File: src/rtl/salru_pkg.sv
`timescale 1ns / 1ps
// ---------------------------------------------------------------------------
// salru_pkg
// Shared constants, codes and types of the set-associative LRU cache tracker.
// ---------------------------------------------------------------------------
package salru_pkg;

  localparam int DEF_MAX_SET_BITS = 6;
  localparam int DEF_MAX_WAYS     = 8;
  localparam int DEF_ADDR_WIDTH   = 64;

  localparam int ADDR_FIELD_W = 64;
  localparam int OP_W         = 2;
  localparam int OUTC_W       = 2;
  localparam int CNT_W        = 32;

  localparam int CFG_DATA_W   = 32;
  localparam int CFG_ADDR_W   = 4;
  localparam int SET_BITS_W   = 3;
  localparam int BLOCK_BITS_W = 5;
  localparam int WAYS_W       = 4;

  localparam int BLOCK_BITS_MAX = 16;

  localparam logic [SET_BITS_W-1:0]   SET_BITS_RST   = 3'd4;
  localparam logic [BLOCK_BITS_W-1:0] BLOCK_BITS_RST = 5'd4;
  localparam logic [WAYS_W-1:0]       WAYS_RST       = 4'd1;

  // register index (byte address / 4)
  localparam logic [1:0] REG_SET_BITS   = 2'd0;
  localparam logic [1:0] REG_BLOCK_BITS = 2'd1;
  localparam logic [1:0] REG_WAYS       = 2'd2;

  localparam logic [OP_W-1:0] OP_MODIFY = 2'd2;

  localparam logic [OUTC_W-1:0] OUT_HIT   = 2'd0;
  localparam logic [OUTC_W-1:0] OUT_MISS  = 2'd1;
  localparam logic [OUTC_W-1:0] OUT_EVICT = 2'd2;

  typedef struct packed {
    logic done;
    logic hit;
    logic free;
  } scan_stat_t;

endpackage

File: src/rtl/salru_way_scan.sv
`timescale 1ns / 1ps
// ---------------------------------------------------------------------------
// salru_way_scan
// Steps one tag comparator across the ways of a set, one way per cycle,
// tracking first hit, first free way and LRU victim.
// ---------------------------------------------------------------------------
module salru_way_scan #(
  parameter int MAX_WAYS = 8,
  parameter int TAG_W    = 62,
  parameter int RANK_W   = 3,
  parameter int WAY_W    = 3
) (
  input  logic                             clk,
  input  logic                             rst_n,
  input  logic                             start,
  input  logic [WAY_W-1:0]                 last_way,
  input  logic [TAG_W-1:0]                 tag,
  input  logic [MAX_WAYS-1:0]              line_valid,
  input  logic [MAX_WAYS-1:0][RANK_W-1:0]  line_rank,
  input  logic [MAX_WAYS-1:0][TAG_W-1:0]   line_tag,
  output salru_pkg::scan_stat_t            stat,
  output logic [WAY_W-1:0]                 hit_way,
  output logic [WAY_W-1:0]                 free_way,
  output logic [WAY_W-1:0]                 victim_way,
  output logic [RANK_W-1:0]                best_rank
);

  logic              busy_r;
  logic              done_r;
  logic              hit_r;
  logic              free_r;
  logic [WAY_W-1:0]  w_r;
  logic [WAY_W-1:0]  hit_way_r;
  logic [WAY_W-1:0]  free_way_r;
  logic [WAY_W-1:0]  victim_r;
  logic [RANK_W-1:0] best_r;

  logic              cur_valid;
  logic [RANK_W-1:0] cur_rank;
  logic              cur_match;

  assign cur_valid = line_valid[w_r];
  assign cur_rank  = line_rank[w_r];
  assign cur_match = cur_valid && (line_tag[w_r] == tag);

  always_ff @(posedge clk) begin
    if (!rst_n) begin
      busy_r <= 1'b0;
      done_r <= 1'b0;
      hit_r  <= 1'b0;
      free_r <= 1'b0;
      w_r    <= '0;
    end else begin
      done_r <= 1'b0;
      if (start) begin
        busy_r <= 1'b1;
        w_r    <= '0;
        hit_r  <= 1'b0;
        free_r <= 1'b0;
      end else if (busy_r) begin
        if (!hit_r && cur_match) begin
          hit_r <= 1'b1;
        end
        if (!free_r && !cur_valid) begin
          free_r <= 1'b1;
        end
        if (w_r == last_way) begin
          busy_r <= 1'b0;
          done_r <= 1'b1;
        end else begin
          w_r <= w_r + 1'b1;
        end
      end
    end
  end

  always_ff @(posedge clk) begin
    if (busy_r && !start) begin
      if (!hit_r && cur_match) begin
        hit_way_r <= w_r;
      end
      if (!free_r && !cur_valid) begin
        free_way_r <= w_r;
      end
      // greatest rank wins, lowest way on a tie
      if (w_r == '0 || cur_rank > best_r) begin
        best_r   <= cur_rank;
        victim_r <= w_r;
      end
    end
  end

  assign stat       = '{done: done_r, hit: hit_r, free: free_r};
  assign hit_way    = hit_way_r;
  assign free_way   = free_way_r;
  assign victim_way = victim_r;
  assign best_rank  = best_r;

endmodule

File: config.mk
export PLATFORM = sky130hd
export DESIGN_NAME = salru_way_scan
export DESIGN_NICKNAME = d
export VERILOG_FILES = /design/src/rtl/salru_pkg.sv /design/src/rtl/salru_way_scan.sv
export SDC_FILE = /design/constraint.sdc
export NUM_CORES = 1
export LEC_CHECK = 0
export ABC_AREA = 1
export BUFFER_PORTS_ARGS = -buffer_cell sky130_fd_sc_hd__clkbuf_2
export CORE_AREA = 2 2 235 237
export DETAILED_ROUTE_END_ITERATION = 10
export DIE_AREA = 0 0 237 239
export PLACE_DENSITY = 0.4
export SYNTH_ARGS = -nofsm -noshare
export SYNTH_HDL_FRONTEND = slang
export SYNTH_SLANG_ARGS = --single-unit
File: constraint.sdc
create_clock -name clk -period 3.1 [get_ports clk]
set_input_delay 0.62 -clock clk [delete_from_list [all_inputs] [get_ports clk]]
set_output_delay 0.62 -clock clk [all_outputs]
set_load 0.01 [all_outputs]
==> metrics, run 1 <==
CP Capture Type=flop; Post-Place Cell Area=0.01216 mm²; H-tree depth=1; clock sinks=19; Main synth FF type=edfxtp_1; routed wl met2=26.01 mm; Die Y=approximately 240 µm; #FFs+latches synth=19; Pleak=8.183 nW; initial antenna violation count=10; Clock Path Buffers=2; Syn Nets=around 2,500; Top Metal Used=met5; Final setup violation count=0; root buf cell=clkbuf_16; Final WS setup=0.2343 ns; CORE AREA=0.05434 mm²; Clock transition at path regs=0.06 ns; num rows=86; period utilization=92.44%; Seq/Total Area, Yosys=6.086%; Synth top cells by count=815 x nand2_1, 387 x inv_1, 286 x nand3_1; initial core utilization=15.13%; GRT overflow=0; pre-CTS setup slack=-0.1085 ns; gr usage total=17.77%; Power Dens Cells=160.9 mW/mm²; EDFF count, synth=12; worst path required time=3.06 ns; worst hold slack=around 0.48 ns; setup bufs post-CTS=0; multi-input logic area=0.005768 mm²; via count=about 12,000; max-slew violations=0; Slew @ Worst Pin=0.3945 ns; CTS Buf Count=3; met3 wire len=approximately 3.5 mm; RSZ-0062 raised after global routing=no; largest net degree at the start of global routing=66; Final Hold Fails=0; min cycle time layout=2.866 ns; Max VDD drop=0.1161 mV; Yosys warning total=0; layout cells sized above 1=27.35%; Placer Congestion=0.8603; CTS tree=built; Final HPWL DP=44.93 mm; top post-synthesis cells by area=nand2_1 37%, inv_1 18%, nand3_1 17%; DIE AREA=0.05664 mm²; Metal-1 WL=22.19 mm; IO buf count=610; synthesized instance count=~1,900; Chip Width=237 µm; CP max FO=59; ANT nets after route=0; status=finished, final reports clean; Mapped Area=a little over 0.008 mm²; Startpoint Class=flop; final wirelength=52.52 mm; area leader, netlist=nand2_1; clk_lat worst skew=about 0.26 ns; first-pass GRT wire length=75.40 mm; fillers=about 6,600; CP arrival=2.83 ns; DRT iter0 DRCs=457; routed len/inst=roughly 17 µm; Tot Pwr=1.974 mW; post-route cell area=0.01227 mm²; Achievable Freq=0.3490 GHz; DRC Markers=0; nets=3,019; critical path class=reg -> reg; area share of the largest cell type after synthesis=37.20%; DR pass1 iterations=5; Ports=611; vias in the first global route=12,090; most common cell in the synthesized netlist=nand2_1; Synth async-reset ratio=0%; via/cell ratio=3.972; max cap viols=0; Worst Skew=approximately 0.0088 ns; worst min-delay path category=reg -> reg; P&R area growth vs syn=49.25%; Netlist cell types=24; Slew HR=between 70% and 80%; Reg area=511.7 µm²; average cell area after synthesis=4.397 µm²
[cells in the final DEF (no fill, tap or decap), types with 3 or more instances in the layout]
cell type  count
buf_12        17
o21ai_0       32
nor2_2         3
buf_4         19
xnor2_1        3
inv_1        386
nor2_1       152
dfxtp_1        4
o211ai_1       3
clkbuf_2     610
edfxtp_1      12
nand2_1      815
nand3b_1      40
diode_2        5
dfxtp_4        3
ha_1           5
nand3_1      286
o22ai_1        4
clkbuf_16      3
a21oi_1        7
[stage by stage]
| stage | std cells | util (%) | setup TNS (ns) |
|---|---|---|---|
| after floorplan | 1870 | - | 0 |
| after global placement | 3117 | 22.38 | -0.2905 |
| after detailed placement | 3117 | 22.38 | -0.3253 |
| after CTS | 3121 | 22.54 | 0 |
| after global routing | 3124 | 22.58 | 0 |
| final | 3126 | 22.59 | 0 |
[cell type report]
cell class / instances / share of cell area, %
timing repair buffer: 647 / 28.90
clock inverter: 1 / 0.04078
inverter: 389 / 12.00
antenna: 5 / 0.1019
clock buffer: 3 / 0.6117
sequential: 19 / 4.170
tap: 704 / 7.177
multi-input combinational: 1358 / 47.00
[worst paths after layout]
check,startpoint,to,slack (ns),depth (start not counted)
hold reg to reg,free_r$_SDFFE_PP0P_,free_r$_SDFFE_PP0P_,0.48,2
hold / removal,free_r$_SDFFE_PP0P_,free_r$_SDFFE_PP0P_,0.48,2
setup reg to reg,w_r[1]$_SDFFE_PP0P_,hit_way[0]$_DFFE_PP_,0.23,14
setup / recovery,w_r[1]$_SDFFE_PP0P_,hit_way[0]$_DFFE_PP_,0.23,14
[critical path: stages, from the launching register on]
cell     delay, ns
dfxtp_4       0.39
buf_12        0.27
buf_12        0.26
nand3_1       0.11
nand3_1       0.12
nand2_1       0.06
nand2_1       0.07
nand2_1       0.06
nor2_2        0.22
nand2_1       0.08
nor2_1        0.20
nand2_1       0.17
nor2_4        0.15
nand2_1       0.10
nor2_2        0.16
[layer usage]
metal,vias up,global-route usage [%]
li1,6634,-
met1,5313,21.69
met2,418,32.31
met3,42,3.672
met4,10,3.030
met5,-,0
[cell families after synthesis]
family,after synthesis,synth area share (%)
xor+xnor,3,0.3196
simple gates,1300,65.60
fa+ha+maj,5,0.7608
compound gates,50,3.287
flops,19,6.086
buf+inv,493,23.95
[power by group]
| part | switching (mW) | internal (mW) | total, mW |
|---|---|---|---|
| Sequential | 0.00654 | 0.276 | 0.282 |
| Clock | 0.106 | 0.174 | 0.279 |
| Combinational | 0.800 | 0.613 | 1.41 |
| Total | 0.912 | 1.06 | 1.97 |
[repair_timing]
item	4_1_cts	5_1_grt
endpoints found under the setup margin	3	3
gates resized for setup	2	4
hold buffers	0	0
[flip-flops by register name, summed over array words and instances, names as in the netlist]
name	cells
best_rank	3
busy_r	1
done_r	1
free_r	1
free_way	3
hit_r	1
hit_way	3
victim_way	3
w_r	3
Note: power is estimated with default switching activity, not from simulation.
==> run 2, diff against run 1 <==
- ABC_AREA: 1 -> 0
- CORE_AREA: 2 2 235 237 -> 2 2 237 239
- DIE_AREA: 0 0 237 239 -> 0 0 239 241
- PLACE_DENSITY: 0.4 -> 0.36
==> metrics, run 2 <==
status=finished, violations left (was finished, final reports clean); failing checks=negative setup slack; Main synth FF type=edfxtp_1 (unchanged); Final HPWL DP=38.33 mm (was 44.93 mm); IO buf count=610 (unchanged); CORE AREA=0.05488 mm² (was 0.05434 mm²); vias in the first global route=9,164 (was 12,090); RSZ-0062 raised after global routing=yes (was no); worst path required time=3.08 ns (was 3.06 ns); Switch Pwr=659.4 µW (was 912.5 µW); final wirelength=43.17 mm (was 52.52 mm); Final Hold Fails=0 (unchanged); root buf cell=clkbuf_16 (unchanged); Pleak=5.307 nW (was 8.183 nW); period utilization=102.0% (was 92.44%); EDFF count, synth=12 (unchanged); max cap viols=0 (unchanged); via/cell ratio=4.099 (was 3.972); CP Capture Type=flop (unchanged); Slew @ Worst Pin=0.6070 ns (was 0.3945 ns); Synth top cells by count=160 x mux2i_1, 52 x mux4_2, 46 x a22oi_1 (was 815 x nand2_1, 387 x inv_1, 286 x nand3_1); Seq/Total Area, Yosys=8.045% (was 6.086%); Die Y=241 µm (was 239 µm); area share of the largest cell type after synthesis=25.74% (was 37.20%); # hold bufs at CTS=0 (unchanged); num rows=86 (unchanged); Flop pwr share=15.1% (was 14.3%); average cell area after synthesis=9.469 µm² (was 4.397 µm²); Comb power frac=70.0% (was 71.6%); Compound-Gate Fraction of Synth Area=15.49% (was 3.287%); Max VDD drop=0.1336 mV (was 0.1161 mV); Achievable Freq=0.3164 GHz (was 0.3490 GHz); commonest cells after routing, fill and taps aside=610 x clkbuf_2, 153 x mux2i_1, 132 x buf_4 (was 815 x nand2_1, 610 x clkbuf_2, 386 x inv_1); cell chain of the critical path=buf_12, clkbuf_16, and2_1, buf_4, a22oi_1, a21boi_2, or4_1, nor4_1, nand4_1, nor4_4, buf_4 (was buf_12, buf_12, nand3_1, nand3_1, nand2_1, nand2_1, nand2_1, nor2_2, nand2_1, nor2_1, nand2_1, nor2_4, nand2_1, nor2_2); worst min-delay path category=reg -> reg (unchanged); Slew HR=59.24% (was 73.70%); Top cell by count, worst path=buf_4 (was nand2_1); clk_lat worst skew=0.26 ns (about the same); Worst Skew=0.009512 ns (was 0.008828 ns); max-slew violations=0 (unchanged); CTS Buf Count=3 (unchanged); initial core utilization=11.34% (was 15.13%); DIE AREA=0.05760 mm² (was 0.05664 mm²); CP arrival=3.14 ns (was 2.83 ns); Post-Place Cell Area=0.01091 mm² (was 0.01216 mm²); Netlist cell types=61 (was 24); Syn Nets=1,258 (was 2,471); internal power=1.191 mW (was 1.062 mW); critical path class=reg -> reg (unchanged); via count=8,576 (was 12,420); Ports=611 (unchanged); Final WS setup=-0.06061 ns (was 0.2343 ns); Power Dens Cells=156.8 mW/mm² (was 160.9 mW/mm²); multiplexer share of the synthesized area=47.47% (was 0%); initial antenna violation count=3 (was 10); most common cell in the synthesized netlist=mux2i_1 (was nand2_1); final core occ=21.50% (was 22.59%); largest family of logic cells by synthesized area=multiplexers (was simple AND/OR/NAND/NOR gates); top post-synthesis cells by area=mux2i_1 26%, mux4_2 19%, edfxtp_1 5.8% (was nand2_1 37%, inv_1 18%, nand3_1 17%); routed len/inst=20.63 µm (was 16.80 µm); Mapped Area=0.006221 mm² (was 0.008223 mm²); clock sinks=19 (unchanged); Chip Width=239 µm (was 237 µm); gr usage total=13.75% (was 17.77%); WHS Path Cells=2 (unchanged); P&R area growth vs syn=89.68% (was 49.25%); commonest non-fill, non-tap cell in the layout=clkbuf_2 (was nand2_1); Clock Path Buffers=2 (unchanged); Final setup violation count=3 (was 0); Worst R2R Path Depth=11 (was 14); synthesized instance count=657 (was 1,870); #FFs+latches synth=19 (unchanged); H-tree depth=1 (unchanged); CTS tree=built (unchanged); Clock transition at path regs=0.06 ns (about the same); largest net degree at the start of global routing=38 (was 66); DRC Markers=0 (unchanged); GRT overflow=0 (unchanged); nets=1,988 (was 3,019); area leader, netlist=mux2i_1 (was nand2_1); Startpoint Class=flop (unchanged); Yosys warning total=0 (unchanged); min cycle time layout=3.161 ns (was 2.866 ns); layout cells sized above 1=65.22% (was 27.35%); Placer Congestion=0.8525 (was 0.8603); fillers=6,166 (was 6,598); Clk network pwr share=15.0% (was 14.2%); Largest stage delay, worst path=0.52 ns (was 0.39 ns); Synth Area in Simple Gates=17.94% (was 65.60%); post-synthesis adder-cell area fraction=1.006% (was 0.7608%); Synth async-reset ratio=0% (unchanged); CP max stage cell=or4_1 (was dfxtp_4); post-route cell area=0.01180 mm² (was 0.01227 mm²); sw frac=35.65% (was 46.21%); DR pass1 iterations=4 (was 5); CP max FO=6 (was 59); first-pass GRT wire length=58.35 mm (was 75.40 mm); ANT nets after route=0 (unchanged); DRT iter0 DRCs=216 (was 457); XOR/XNOR Fraction of Synth Area=3.097% (was 0.3195%)
run 2: cell count changes in the layout (fill, tap and decap cells not counted), sizes merged, moves of 29 or more:
| cell | previous run | this run |
|---|---|---|
| nor2 | 156 | 33 |
| nand3 | 286 | 6 |
| mux2i | 0 | 160 |
| buf | 37 | 166 |
| nand4 | 0 | 29 |
| inv | 389 | 14 |
| mux4 | 0 | 57 |
| a22oi | 0 | 46 |
| nand2 | 815 | 31 |
run 2: final cells by class:
cell class / instances / area [µm²] / area share [%]
diodes: 2 / 5.005 / 0.04241
clock buffers: 3 / 75.07 / 0.6362
clock inverters: 1 / 7.507 / 0.06362
inverters: 14 / 52.55 / 0.4453
multi-input cells: 570 / 5544 / 46.98
flip-flops and latches: 19 / 509.2 / 4.316
well taps: 704 / 880.8 / 7.465
repair buffers: 779 / 4726 / 40.05
run 2: critical path, delay by kind of cell, from the launching register on:
kind | cells | cell delay, ns
AND/OR/NAND/NOR | 5 | 1.41
AO/OA/AOI/OAI | 2 | 0.46
flip-flops | 1 | 0.37
buffers and inverters | 4 | 0.64
run 2: repair_timing:
item	in CTS	in global routing
resized for setup	27	44
gates cloned	0	3
pin swaps	9	16
endpoints found under the setup margin	8	10
setup buffers	12	34
run 2: cell families (layout without fill, tap and decap cells):
| group | after synthesis | after routing |
|---|---|---|
| xor gates and xnor gates | 22 | 22 |
| adders and majority gates | 5 | 5 |
| other | 0 | 2 |
| DFF | 19 | 19 |
| AOI/OAI and AO/OA | 130 | 130 |
| muxes | 221 | 221 |
| and+or+nand+nor | 192 | 192 |
| buffers and inverters | 68 | 797 |
run 2: power groups by stage:
stage / sequential [mW] / clock (mW) / combinational (mW)
after floorplan: 0.286 / 0 / 0.475
after global placement: 0.290 / 0 / 1.18
after detailed placement: 0.290 / 0 / 1.19
after CTS: 0.281 / 0.286 / 1.24
after global routing: 0.280 / 0.296 / 1.41
final: 0.279 / 0.277 / 1.29
run 2: through the flow:
| stage | cells | worst slack [ns] | hold WS (ns) | power (mW) | TNS (ns) |
|---|---|---|---|---|---|
| after floorplan | 657 | 0.01189 | 0.4599 | 0.7610 | 0 |
| after global placement | 2038 | -0.6445 | 0.4954 | 1.472 | -2.221 |
| after detailed placement | 2038 | -0.6648 | 0.5017 | 1.476 | -2.348 |
| after CTS | 2054 | -0.1778 | 0.5174 | 1.802 | -0.7105 |
| after global routing | 2092 | -0.2161 | 0.5616 | 1.985 | -0.8861 |
| final | 2092 | -0.06061 | 0.5172 | 1.850 | -0.1815 |
run 2: worst paths after layout:
path | from | end | slack [ns]
setup / recovery | w_r[0]$_SDFFE_PP0P_ | hit_way[1]$_DFFE_PP_ | -0.06
hold / removal | free_r$_SDFFE_PP0P_ | free_r$_SDFFE_PP0P_ | 0.52
setup reg to reg | w_r[0]$_SDFFE_PP0P_ | hit_way[1]$_DFFE_PP_ | -0.06
hold reg to reg | free_r$_SDFFE_PP0P_ | free_r$_SDFFE_PP0P_ | 0.52
run 2: per-layer routing:
| metal | track usage [%] | wire length [µm] | part of all wire, % |
|---|---|---|---|
| met5 | 0 | 0 | 0 |
| met4 | 1.742 | 492 | 1.1 |
| met3 | 1.178 | 2053 | 4.8 |
| met2 | 26.70 | 22480 | 52 |
| met1 | 16.71 | 18140 | 42 |
==> run 3, diff against run 2 <==
- CELL_PAD_IN_SITES_DETAIL_PLACEMENT: default -> 1
- CELL_PAD_IN_SITES_GLOBAL_PLACEMENT: default -> 1
- CORE_AREA: 2 2 237 239 -> 2 2 235 237
- CTS_CLUSTER_SIZE: default -> 8
- DIE_AREA: 0 0 239 241 -> 0 0 237 239
- PLACE_DENSITY: 0.36 -> 0.48
==> metrics, run 3 (synthesis gave the netlist of run 2 again) <==
status=finished, violations left (unchanged); failing checks=negative setup slack (unchanged); # hold bufs at CTS=0 (unchanged); most used routing layer=met2 (unchanged); cell chain of the critical path=buf_6, buf_12, mux4_2, mux2i_2, xor2_1, o21ai_2, nor4_2, buf_4, nand4_1, nor4_2, buf_4 (was buf_12, clkbuf_16, and2_1, buf_4, a22oi_1, a21boi_2, or4_1, nor4_1, nand4_1, nor4_4, buf_4); Achievable Freq=0.3207 GHz (was 0.3164 GHz); Slew @ Worst Pin=1.390 ns (was 0.6070 ns); CP max FO=6 (unchanged); worst path required time=3.08 ns (about the same); Critical Path Stages=11 (unchanged); layout cells sized above 1=64.09% (was 65.22%); root buf cell=clkbuf_16 (unchanged); post-route cell area=0.01152 mm² (was 0.01180 mm²); Power Dens Cells=157.5 mW/mm² (was 156.8 mW/mm²); via/cell ratio=4.120 (was 4.099); HP Start=free_r$_SDFFE_PP0P_ (unchanged); Worst Skew=0.001673 ns (was 0.009512 ns); Final HPWL DP=39.90 mm (was 38.33 mm); Max VDD drop=0.1434 mV (was 0.1336 mV); CTS tree=built (unchanged); gr usage total=14.95% (was 13.75%); DIE AREA=0.05664 mm² (was 0.05760 mm²); Reg-to-Reg End=hit_way[2]$_DFFE_PP_ (was hit_way[1]$_DFFE_PP_); DRC Markers=0 (unchanged); Startpoint Class=flop (unchanged); Ports=611 (unchanged); max-slew violations=0 (unchanged); Buf/Inv on CP=4 (unchanged); CP max stage cell=mux4_2 (was or4_1); clock sinks=19 (unchanged); met3 usage=1.732% (was 1.178%); Final setup violation count=4 (was 3); GRT overflow=0 (unchanged); critical path class=reg -> reg (unchanged); Endpoint, Worst Hold=free_r$_SDFFE_PP0P_ (unchanged); CTS Buf Count=3 (unchanged); cell family with most CP delay=multiplexers (was simple AND/OR/NAND/NOR gates); Final WS setup=-0.01790 ns (was -0.06061 ns); WHS Path Cells=2 (unchanged); Largest stage delay, worst path=0.51 ns (was 0.52 ns); first-pass GRT wire length=61.81 mm (was 58.35 mm); Pleak=5.160 nW (was 5.307 nW); Worst R2R Path Depth=11 (unchanged); Post-Place Cell Area=0.01092 mm² (was 0.01091 mm²); final wirelength=44.87 mm (was 43.17 mm); commonest non-fill, non-tap cell in the layout=clkbuf_2 (unchanged); min cycle time layout=3.118 ns (was 3.161 ns); commonest cells after routing, fill and taps aside=610 x clkbuf_2, 155 x mux2i_1, 131 x buf_4 (was 610 x clkbuf_2, 153 x mux2i_1, 132 x buf_4); initial core utilization=11.45% (was 11.34%); CORE AREA=0.05434 mm² (was 0.05488 mm²); worst min-delay path category=reg -> reg (unchanged); pre-CTS setup slack=-0.4346 ns (was -0.6648 ns); Chip Width=237 µm (was 239 µm); Worst R2R Start=w_r[0]$_SDFFE_PP0P_ (unchanged); IO buf count=610 (unchanged); nets=1,972 (was 1,988); DRT iter0 DRCs=223 (was 216); P&R area growth vs syn=85.26% (was 89.68%); period utilization=100.6% (was 102.0%); GR Layer Usage met1=17.42% (was 16.71%); num rows=86 (unchanged); via count=8,562 (was 8,576); Slew HR=6.466% (was 59.24%); Placer Congestion=0.8190 (was 0.8525); initial antenna violation count=6 (was 3); Clock Path Buffers=2 (unchanged); CP Capture Type=flop (unchanged); clk_lat worst skew=0.25 ns (was 0.26 ns); ANT nets after route=0 (unchanged); max cap viols=0 (unchanged); Final Hold Fails=0 (unchanged); vias in the first global route=9,489 (was 9,164); CP arrival=3.10 ns (was 3.14 ns); DR pass1 iterations=4 (unchanged); fillers=6,552 (was 6,166); grt met2 use=29.59% (was 26.70%); largest net degree at the start of global routing=30 (was 38); H-tree depth=1 (unchanged); RSZ-0062 raised after global routing=yes (unchanged); Die Y=239 µm (was 241 µm); Reg2Reg Setup Slack=-0.02 ns (was -0.06 ns); routed len/inst=21.59 µm (was 20.63 µm); Clock transition at path regs=0.06 ns (about the same)
-- run 3: changes by cell type in the layout (fill, tap and decap cells not counted), moves of 3 or more --
cell	previous run	this run
buf_12	21	16
buf_6	9	3
mux2i_2	6	3
o21ai_0	14	17
o21ai_1	6	3
-- run 3: per-layer routing --
layer,vias up,wire length [µm]
met5,-,12
met4,2,510
met3,24,2204
met2,347,23920
met1,4087,18220
li1,4102,-
-- run 3: cell type report --
cell class | instances | area (µm²) | area share [%]
repair buffers | 763 | 4463 | 38.73
inverters | 14 | 52.55 | 0.4560
clock buffers | 4 | 78.83 | 0.6840
flip-flops and latches | 19 | 509.2 | 4.419
multi-input cells | 570 | 5530 | 47.99
diodes | 4 | 10.01 | 0.08685
well taps | 704 | 880.8 | 7.643
-- run 3: repair_timing --
item | in CTS | in global routing
endpoints found under the hold margin | 0 | 0
pin swaps | 9 | 12
gates cloned | 2 | 1
endpoints found under the setup margin | 4 | 10
resized for setup | 19 | 25
buffers inserted | 13 | 13
-- run 3: how the worst max path moves through the flow --
stage,slack [ns],startpoint,endpoint
global placement,-0.41,line_tag[172],hit_r$_SDFFE_PP0P_
floorplan,0.01,w_r[0]$_SDFFE_PP0P_,best_rank[0]$_DFFE_PP_
detailed placement,-0.43,line_tag[172],hit_r$_SDFFE_PP0P_
finish,-0.02,w_r[0]$_SDFFE_PP0P_,hit_way[2]$_DFFE_PP_
global route,-0.22,w_r[0]$_SDFFE_PP0P_,hit_r$_SDFFE_PP0P_
CTS,-0.09,w_r[0]$_SDFFE_PP0P_,hit_r$_SDFFE_PP0P_
-- run 3: per-stage QoR --
step                util, %  std cells  hold WS, ns  setup TNS [ns]  total power [mW]
floorplan                 -        657       0.4599               0            0.7610
global placement      20.10       2043       0.4897          -1.237             1.482
detailed placement    20.10       2043       0.5005          -1.115             1.495
CTS                   20.79       2062       0.5165         -0.1923             1.827
global route          21.20       2076       0.5631         -0.8104             1.954
finish                21.21       2078       0.5214        -0.06650             1.815
-- run 3: worst reg2reg max path, cell delays in order, from the launching register on --
cell and delay, ns:
dfxtp_4 0.40, buf_6 0.12, buf_12 0.12, mux4_2 0.52, mux2i_2 0.26, xor2_1 0.30, o21ai_2 0.14, nor4_2 0.31
buf_4 0.15, nand4_1 0.10, nor4_2 0.25, buf_4 0.16
-- run 3: where the power goes --
part	switching (mW)	internal (mW)	leakage, nW	total (mW)
Sequential	0.00543	0.274	0.174	0.279
Combinational	0.551	0.708	4.95	1.26
Clock	0.100	0.175	0.0382	0.276
